$ cat config.mk
export PLATFORM = sky130hd
export DESIGN_NAME = xorshift_star_bounded_rng
export DESIGN_NICKNAME = d
export VERILOG_FILES = /design/src/sv/xsr_pkg.sv /design/src/sv/xsr_mul.sv /design/src/sv/xsr_div.sv /design/src/sv/xorshift_star_bounded_rng.sv
export VERILOG_INCLUDE_DIRS = /design/src /design/src/sv
export SDC_FILE = /design/constraint.sdc
export NUM_CORES = 2
export LEC_CHECK = 0
export ABC_CLOCK_PERIOD_IN_PS = 20500
export BUFFER_PORTS_ARGS = -buffer_cell sky130_fd_sc_hd__buf_2
export CAP_MARGIN = 40
export CORE_UTILIZATION = 60
export CTS_CLUSTER_SIZE = 24
export DETAILED_ROUTE_END_ITERATION = 12
export PLACE_DENSITY = 0.84
export REMOVE_ABC_BUFFERS = 1
export SETUP_SLACK_MARGIN = 0.02
export SLEW_MARGIN = 20
export SYNTH_ARGS = -nofsm -noshare
export SYNTH_HDL_FRONTEND = slang
export SYNTH_HIERARCHICAL = 1
export SYNTH_SLANG_ARGS = --single-unit
$ cat constraint.sdc
create_clock -name clk -period 20.5 [get_ports clk]
set_input_delay 3.075 -clock clk [delete_from_list [all_inputs] [get_ports clk]]
set_output_delay 3.075 -clock clk [all_outputs]
set_load 0.02 [all_outputs]
$ cat src/sv/assert_macros.svh
// Assertion macros shared by the RNG block's RTL files.
// Define NO_ASSERTIONS to compile the checks out.
`ifndef ASSERT_MACROS_SVH
`define ASSERT_MACROS_SVH
`ifndef NO_ASSERTIONS
`define ASSERT_CLK(label, clk, rst, prop) \
  label: assert property (@(posedge clk) disable iff (rst) prop) else $error("%m failed");
`define ASSERT_ALWAYS(label, clk, prop) \
  label: assert property (@(posedge clk) prop) else $error("%m failed");
`else
`define ASSERT_CLK(label, clk, rst, prop)
`define ASSERT_ALWAYS(label, clk, prop)
`endif
`endif

$ cat src/sv/xsr_pkg.sv
// Package for the xorshift* bounded RNG: constants, types, helper functions.
// No dependencies.
`default_nettype none
package xsr_pkg;
  localparam logic [63:0] SCRAMBLER  = 64'h9E3779B97F4A7C15;
  localparam logic [63:0] FALLBACK   = 64'hD1B54A32D192ED03;
  localparam logic [63:0] OUT_MULT   = 64'h2545F4914F6CDD1D;
  localparam logic [63:0] MIX_MULT_A = 64'hBF58476D1CE4E5B9;
  localparam logic [63:0] MIX_MULT_B = 64'h94D049BB133111EB;
  localparam logic [62:0] COUNT_MAX  = {63{1'b1}};

  typedef enum logic [1:0] {
    REQ_DRAW64 = 2'd0,
    REQ_DRAW32 = 2'd1,
    REQ_BOUNDED = 2'd2,
    REQ_FORK = 2'd3
  } req_t;

  typedef enum logic [3:0] {
    ST_IDLE, ST_DRAW, ST_MUL, ST_THR, ST_THR_WAIT, ST_BDRAW, ST_BMUL, ST_MOD,
    ST_MOD_WAIT, ST_FMUL_A, ST_FMUL_B, ST_OUT
  } state_t;

  // Multiplier request from the sequencer to the shared unit.
  typedef struct packed {
    logic        start;
    logic [63:0] a;
    logic [63:0] b;
  } mul_req_t;

  typedef struct packed {
    logic        start;
    logic [63:0] num;
    logic [32:0] den;
  } div_req_t;

  function automatic logic [63:0] xorshift(input logic [63:0] s);
    logic [63:0] v;
    v = s ^ (s >> 12);
    v = v ^ (v << 25);
    v = v ^ (v >> 27);
    return v;
  endfunction
endpackage
`default_nettype wire

$ cat src/sv/xsr_mul.sv
// Shared 64x64 -> low 64 multiplier, three 32x32 partial products over cycles.
// Depends on xsr_pkg.
`default_nettype none
`include "assert_macros.svh"
module xsr_mul (
  input  wire logic             clk,
  input  wire logic             rst,
  input  wire xsr_pkg::mul_req_t req,
  output logic                  done,
  output logic [63:0]           prod
);
  import xsr_pkg::*;
  logic [63:0] a, b, acc;
  logic [1:0]  step;
  logic        busy;
  logic [63:0] pp;
  logic [31:0] opa, opb;

  // Step 0: al*bl, step 1: ah*bl, step 2: al*bh (the high*high term drops out).
  always_comb begin
    opa = (step == 2'd1) ? a[63:32] : a[31:0];
    opb = (step == 2'd2) ? b[63:32] : b[31:0];
  end
  always_ff @(posedge clk) pp <= 64'(opa) * 64'(opb);

  logic [1:0] pstep;
  logic       pvalid;
  always_ff @(posedge clk) begin
    if (rst) begin
      busy <= 1'b0;
      step <= 2'd0;
      pvalid <= 1'b0;
      done <= 1'b0;
    end else begin
      done <= 1'b0;
      pvalid <= busy;
      pstep <= step;
      if (req.start) begin
        a <= req.a;
        b <= req.b;
        busy <= 1'b1;
        step <= 2'd0;
      end else if (busy) begin
        if (step == 2'd2) busy <= 1'b0;
        else step <= step + 2'd1;
      end
      if (pvalid) begin
        case (pstep)
          2'd0: acc <= pp;
          2'd1: acc <= acc + {pp[31:0], 32'd0};
          default: begin
            prod <= acc + {pp[31:0], 32'd0};
            done <= 1'b1;
          end
        endcase
      end
    end
  end

  `ASSERT_CLK(a_mul_done_once, clk, rst, done |=> !done)
  `ASSERT_CLK(a_mul_start_idle, clk, rst, req.start |-> !busy)
  `ASSERT_CLK(a_mul_step, clk, rst, busy |-> step != 2'd3)
endmodule
`default_nettype wire

$ cat src/sv/xsr_div.sv
// Restoring remainder unit: 64-bit dividend mod 33-bit divisor, one bit a cycle.
// Depends on xsr_pkg.
`default_nettype none
`include "assert_macros.svh"
module xsr_div (
  input  wire logic             clk,
  input  wire logic             rst,
  input  wire xsr_pkg::div_req_t req,
  output logic                  done,
  output logic [32:0]           rem
);
  import xsr_pkg::*;
  logic [63:0] num;
  logic [32:0] den;
  logic [6:0]  cnt;
  logic        busy;
  logic [33:0] trial;
  logic [33:0] shifted;

  always_comb begin
    shifted = {rem, num[63]};
    trial = shifted - {1'b0, den};
  end

  always_ff @(posedge clk) begin
    if (rst) begin
      busy <= 1'b0;
      done <= 1'b0;
      cnt <= '0;
    end else begin
      done <= 1'b0;
      if (req.start) begin
        num <= req.num;
        den <= req.den;
        rem <= '0;
        cnt <= 7'd0;
        busy <= 1'b1;
      end else if (busy) begin
        num <= {num[62:0], 1'b0};
        rem <= trial[33] ? shifted[32:0] : trial[32:0];
        cnt <= cnt + 7'd1;
        if (cnt == 7'd63) begin
          busy <= 1'b0;
          done <= 1'b1;
        end
      end
    end
  end

  `ASSERT_CLK(a_div_done_once, clk, rst, done |=> !done)
  `ASSERT_CLK(a_div_start_idle, clk, rst, req.start |-> !busy)
  `ASSERT_CLK(a_div_rem_lt, clk, rst, done |-> rem < den)
endmodule
`default_nettype wire

$ cat src/sv/xorshift_star_bounded_rng.sv
// Top level of the xorshift64* RNG with rejection-sampled bounded integers.
// Depends on xsr_pkg, xsr_mul, xsr_div.
//
// Channel   Dir  Handshake           Payload
// s_axis    in   tvalid/tready       tuser: req_type; tdata: range_min, range_max, salt
// m_axis    out  tvalid/tready       tdata: raw_value, int_value, draws_done; tuser: valid_res
// seed      in   seed_we             seed (64-bit, unsigned)
//
// One item at a time. A 64- or 32-bit draw takes one pass of the shared multiplier,
// a fork two passes, and a bounded integer two passes of the shared remainder unit
// (threshold, then modulo) plus one multiplier pass per draw, rejected draws included.
// Reset loads the state from seed zero; a result waits in its output register
// until taken, and the next item is accepted at the same edge. Output stalls hold
// off the next accept.
`default_nettype none
`include "assert_macros.svh"
module xorshift_star_bounded_rng (
  input  wire logic          clk,
  input  wire logic          rst,
  input  wire logic          seed_we,
  input  wire logic [63:0]   seed,
  input  wire logic          s_axis_tvalid,
  output logic               s_axis_tready,
  // req_type[1:0]
  input  wire logic [1:0]    s_axis_tuser,
  // range_min[31:0], range_max[63:32], salt[127:64]
  input  wire logic [127:0]  s_axis_tdata,
  output logic               m_axis_tvalid,
  input  wire logic          m_axis_tready,
  // raw_value[63:0], int_value[95:64], draws_done[158:96], zero pad
  output logic [159:0]       m_axis_tdata,
  // valid_res[0]
  output logic               m_axis_tuser
);
  import xsr_pkg::*;

  state_t      st, st_next;
  logic [63:0] rng_state;
  logic [62:0] draw_count;
  logic [1:0]  req;
  logic [31:0] lo;
  logic [32:0] width;
  logic [63:0] work;
  logic [32:0] thresh;
  logic [63:0] raw_r;
  logic [31:0] ival_r;
  logic        out_valid;

  mul_req_t    mreq;
  div_req_t    dreq;
  logic        mdone, ddone;
  logic [63:0] mprod;
  logic [32:0] drem;

  xsr_mul u_mul (.clk, .rst, .req(mreq), .done(mdone), .prod(mprod));
  xsr_div u_div (.clk, .rst, .req(dreq), .done(ddone), .rem(drem));

  logic        accept;
  logic signed [31:0] in_min, in_max;
  logic [32:0] span_up, span_down;
  logic [63:0] mixed;
  logic [63:0] nstate;

  assign s_axis_tready = (st == ST_IDLE) && (!out_valid || m_axis_tready);
  assign accept = s_axis_tvalid && s_axis_tready;
  assign in_min = s_axis_tdata[31:0];
  assign in_max = s_axis_tdata[63:32];
  // Differences of the sign-extended bounds; one of them is the nonnegative span.
  assign span_up = {in_max[31], in_max} - {in_min[31], in_min};
  assign span_down = {in_min[31], in_min} - {in_max[31], in_max};
  assign nstate = xorshift(rng_state);
  assign mixed = rng_state ^ s_axis_tdata[127:64] ^ FALLBACK;

  always_ff @(posedge clk) begin
    if (rst) st <= ST_IDLE;
    else st <= st_next;
  end

  always_comb begin
    st_next = st;
    mreq = '{start: 1'b0, a: work, b: OUT_MULT};
    dreq = '{start: 1'b0, num: work, den: width};
    case (st)
      ST_IDLE: if (accept) begin
        case (req_t'(s_axis_tuser))
          REQ_BOUNDED: st_next = ST_THR;
          REQ_FORK: st_next = ST_FMUL_A;
          default: st_next = ST_DRAW;
        endcase
      end
      ST_DRAW: begin
        mreq.start = 1'b1;
        mreq.a = nstate;
        st_next = ST_MUL;
      end
      ST_MUL: if (mdone) st_next = ST_IDLE;
      ST_THR: begin
        dreq.start = 1'b1;
        dreq.num = 64'd0 - {31'd0, width};
        st_next = ST_THR_WAIT;
      end
      ST_THR_WAIT: if (ddone) st_next = ST_BDRAW;
      ST_BDRAW: begin
        mreq.start = 1'b1;
        mreq.a = nstate;
        st_next = ST_BMUL;
      end
      ST_BMUL: if (mdone) begin
        if (mprod < {31'd0, thresh}) st_next = ST_BDRAW;
        else st_next = ST_MOD;
      end
      ST_MOD: begin
        dreq.start = 1'b1;
        st_next = ST_MOD_WAIT;
      end
      ST_MOD_WAIT: if (ddone) st_next = ST_IDLE;
      ST_FMUL_A: begin
        mreq.start = 1'b1;
        mreq.a = work ^ (work >> 30);
        mreq.b = MIX_MULT_A;
        st_next = ST_FMUL_B;
      end
      ST_FMUL_B: if (mdone) begin
        mreq.start = 1'b1;
        mreq.a = mprod ^ (mprod >> 27);
        mreq.b = MIX_MULT_B;
        st_next = ST_OUT;
      end
      ST_OUT: if (mdone) st_next = ST_IDLE;
      default: st_next = ST_IDLE;
    endcase
  end

  // The fork's second product is finished in ST_OUT.
  always_ff @(posedge clk) begin
    if (rst) begin
      rng_state <= SCRAMBLER;
      draw_count <= '0;
      out_valid <= 1'b0;
    end else begin
      if (out_valid && m_axis_tready) out_valid <= 1'b0;
      if (seed_we) begin
        rng_state <= ((seed ^ SCRAMBLER) == 64'd0) ? FALLBACK : (seed ^ SCRAMBLER);
        draw_count <= '0;
      end else if (st == ST_DRAW || st == ST_BDRAW) begin
        rng_state <= nstate;
        if (draw_count != COUNT_MAX) draw_count <= draw_count + 63'd1;
      end
      case (st)
        ST_IDLE: if (accept) begin
          req <= s_axis_tuser;
          work <= mixed;
          if (in_min > in_max) begin
            lo <= in_max;
            width <= span_down + 33'd1;
          end else begin
            lo <= in_min;
            width <= span_up + 33'd1;
          end
        end
        ST_DRAW, ST_BDRAW: work <= nstate;
        ST_THR_WAIT: if (ddone) thresh <= drem;
        ST_BMUL: if (mdone) work <= mprod;
        ST_MUL: if (mdone) begin
          raw_r <= (req == REQ_DRAW32) ? {32'd0, mprod[63:32]} : mprod;
          ival_r <= '0;
          out_valid <= 1'b1;
        end
        ST_MOD_WAIT: if (ddone) begin
          raw_r <= '0;
          ival_r <= lo + drem[31:0];
          out_valid <= 1'b1;
        end
        ST_OUT: if (mdone) begin
          raw_r <= mprod ^ (mprod >> 31);
          ival_r <= '0;
          out_valid <= 1'b1;
        end
        default: ;
      endcase
    end
  end

  assign m_axis_tvalid = out_valid && (st == ST_IDLE);
  assign m_axis_tdata = {1'b0, draw_count, ival_r, raw_r};
  assign m_axis_tuser = (rng_state != 64'd0) && (draw_count != COUNT_MAX);

  `ASSERT_CLK(a_state_nonzero, clk, rst, rng_state != 64'd0)
  `ASSERT_CLK(a_no_accept_busy, clk, rst, (st != ST_IDLE) |-> !s_axis_tready)
  `ASSERT_CLK(a_out_hold, clk, rst,
              (m_axis_tvalid && !m_axis_tready) |=> m_axis_tvalid)
  `ASSERT_CLK(a_width_nonzero, clk, rst, (st == ST_THR) |-> width != 33'd0)
endmodule
`default_nettype wire
==> metrics.md <==
| Metric | Value |
|---|---|
| Status | complete, but fails checks |
| Failing checks | design-rule violations |
| Placer Congestion | around 1.0 |
| FILL cells | 10360 |
| Worst Clk Skew | approximately 51 ps |
| Post-CTS Hold Buffers | 0 |
| Critical Path Start Type | register |
| Site Rows | 134 |
| Non-Filler Instances | approximately 10000 |
| First drt pass iteration count | 10 |
| Core region area | between 100000 and 150000 um^2 |
| Tot GR Track Use | 0.4233 |
| CP endpoint kind | register |
| Critical Path Slowest Stage Cell | a211oi_1 |
| First-pass GRT wire length | 422600 um |
| Number of synthesized flops with an enable pin | 648 |
| Layout Nets | just over 10000 |
| Critical Path RT | 21100 ps |
| Die Wd | 369.4 um |
| Grt met2 use | 0.5982 |
| Synth Area in Compound Gates | 0.1009 |
| DR vias | 66410 |
| Unrepaired setup endpoints after global routing | false |
| Worst path bufs/invs | 7 |
| Clk slew on worst S/H paths | approximately 60 ps |
| Die area | 136400 um^2 |
| DP Cell Count | 10190 |
| Fin crit share | 0.4783 |
| WL/cell | 27.86 um |
| Simple-gate share of the synthesized area | 0.1390 |
| Latest clock arrival within the worst-skew pair | 730 ps |
| Async set-or-reset flop fraction in the synthesized netlist | 0 |
| Netlist cell types | 97 |
| Slew Limit Headroom | 0.3256 |
| Root buffer cell | clkbuf_16 |
| Initial Utilization | 0.6061 |
| Flops & latches, synth | between 800 and 900 |
| Clock Sinks | 858 |
| Max-Cap Viols | 0 |
| F_max | 102.0 MHz |
| GR peak layer | met2 |
| Leading cell type in the layout, fill and taps excluded | inv_1 |
| Initial antenna violation count | 30 |
| Number of global-route vias before repair | 65410 |
| I/O Buffers | 360 |
| DRT antenna net count | 0 |
| Post-Synth XOR/XNOR Area | 0.05417 |
| Worst hold path type | register to register |
| Routed WL | ~290000 um |
| Seq/Total Area, Yosys | 0.2922 |
| Netlist Area Pre-Place | between 80000 and 90000 um^2 |
| Largest net degree at the start of global routing | 129 |
| Remaining global-route overflow | 0 |
| Ys Warns | 6 |
| P&R area growth vs syn | 8.757% |
| I/O pin count | 362 |
| Most frequent CP cell | fa_1 |
| Fraction of layout cells with a size suffix above 1 | 0.1074 |
| Most frequent cells in the layout | inv_1, nor2_1, fa_1 |
| Postcts setup bufs | 0 |
| Final Max Tran Viols | 0 |
| DRC Markers | 20 |
| # setup viols final | 0 |
| Die H | 369.4 um |
| Crit-path max cell delay | 760 ps |
| Final Hold Viols | 0 |
| Largest family of logic cells by synthesized area | adder cells |
| Synth Area per Inst | 9.671 um^2 |
| H-tree depth | 3 |
| Min cycle time layout | 9805 ps |
| Total negative slack | 0 ps |
| Top delay family on crit path | adder cells |
| Via/cell ratio | 6.397 |
| Critical path type | register to register |
| Met3 usage | 0.1338 |
| Clock Tree Buf Depth | 3 |
| Num CTS Buffers | 93 |
| Starting DRT DRC Count | 9583 |
| Main synth FF type | edfxtp_1 |
| Mux cell area share after synthesis | 0.03431 |
| Worst Tran Pin Value | 1002 ps |
| Adder-cell share of the synthesized area | 0.3072 |
| CTS tree | built |
| Gate Count Post-Synth | 8374 |
| HPWL Detailed | between 200000 and 250000 um |
| Cts repair resizes | 0 |
| CP Max Fanout | 35 |
| Met1 Use GR | 0.5843 |
| Arrival @ worst endpoint | 10400 ps |
[final timing paths]
kind	startpoint	to	slack [ps]	cells past startpoint
worst min register to register	u_mul/acc[30]$_DFFE_PP_	u_mul/prod[30]$_DFFE_PP_	420	0
worst min-delay path	u_mul/acc[30]$_DFFE_PP_	u_mul/prod[30]$_DFFE_PP_	420	0
worst max-delay path	u_mul/step[1]$_SDFFE_PP0P_	u_mul/pp[63]$_DFF_P_	10700	27
worst max register to register	u_mul/step[1]$_SDFFE_PP0P_	u_mul/pp[63]$_DFF_P_	10700	27
[cells in the mapped netlist (49+ instances only)]
| cell | number | area (um^2) |
|---|---|---|
| nor2_1 | 994 | 3731 |
| fa_1 | 917 | 18360 |
| o21ai_0 | 325 | 1627 |
| nor3b_1 | 57 | 427.9 |
| nand4_1 | 78 | 488.0 |
| xor2_1 | 232 | 2032 |
| xnor2_1 | 267 | 2338 |
| edfxtp_1 | 648 | 19460 |
| a21o_1 | 143 | 1074 |
| a211oi_1 | 49 | 367.9 |
| mux2_2 | 157 | 1768 |
| ha_1 | 521 | 6519 |
| a21oi_1 | 344 | 1722 |
| nor3_1 | 69 | 345.3 |
| a221o_1 | 88 | 880.8 |
| dfxtp_1 | 210 | 4204 |
| clkbuf_1 | 384 | 1441 |
| and2_1 | 90 | 563.0 |
| mux2i_1 | 98 | 980.9 |
| nand2_1 | 848 | 3183 |
| inv_1 | 1094 | 4106 |
| nand3_1 | 106 | 530.5 |
[worst reg2reg max path, cell delays in order (launching register included)]
cell and delay, ps:
dfxtp_1 360, inv_1 120, ha_4 510, buf_4 650, mux2i_2 280, buf_4 430, nor2_1 160, fa_1 590
fa_1 470, fa_1 530, inv_1 50, fa_1 470, inv_1 50, fa_1 500, inv_1 60, fa_1 540
inv_1 60, fa_1 510, fa_1 430, ha_1 370, a21oi_1 250, o21ai_0 140, a211oi_1 330, o22ai_1 160
a211oi_1 760, nor4_2 270, a2111oi_1 520, xnor2_1 140
[cells by family after synthesis]
kind of cell / count (synthesis)
AND/OR/NAND/NOR: 2518
buffers and inverters: 1540
adder cells (fa/ha/maj): 1438
AO/OA/AOI/OAI: 1261
flip-flops: 858
XOR/XNOR: 500
multiplexers: 257
other: 2
[per-layer routing]
metal	wire, um	part of all wire	vias to the layer above
met5	74	0.00026	-
met4	17940	0.062	12
met3	42790	0.15	873
met2	119200	0.41	4835
met1	109200	0.38	32750
li1	-	-	27940
[cell type report]
type | count | area [um^2] | share of cell area
multi-input combinational | 5990 | 51930 | 0.5897
sequential | 858 | 23660 | 0.2687
inverter | 1094 | 4106 | 0.04662
timing repair buffer | 487 | 3018 | 0.03426
clock buffer | 126 | 2565 | 0.02912
tap | 1768 | 2212 | 0.02512
clock inverter | 50 | 556.8 | 0.006322
antenna | 8 | 20.02 | 0.0002273
[metrics by stage]
stage	setup slack, ps	hold slack (ps)	util	cell area (um^2)
6_report	10700	419.8	0.6591	88080
5_1_grt	10280	422.4	0.6591	88070
4_1_cts	10810	414.2	0.6582	87950
3_5_place_dp	10920	404.5	0.6348	84830
3_3_place_gp	10850	402.9	0.6323	84490
2_1_floorplan	10410	400.3	-	79310
[sequential cells by signal, indices dropped and copies added, names as in the netlist, 63 cells and up]
name and count:
u_div/num 64, work 64, rng_state 64, u_mul/prod 64, raw_r 64, u_mul/a 64
u_mul/b 64, u_mul/pp 64, u_mul/acc 64, draw_count 63
Power is not shown: default switching activity piles up to over one toggle a cycle in this logic, so the estimate is an artifact.
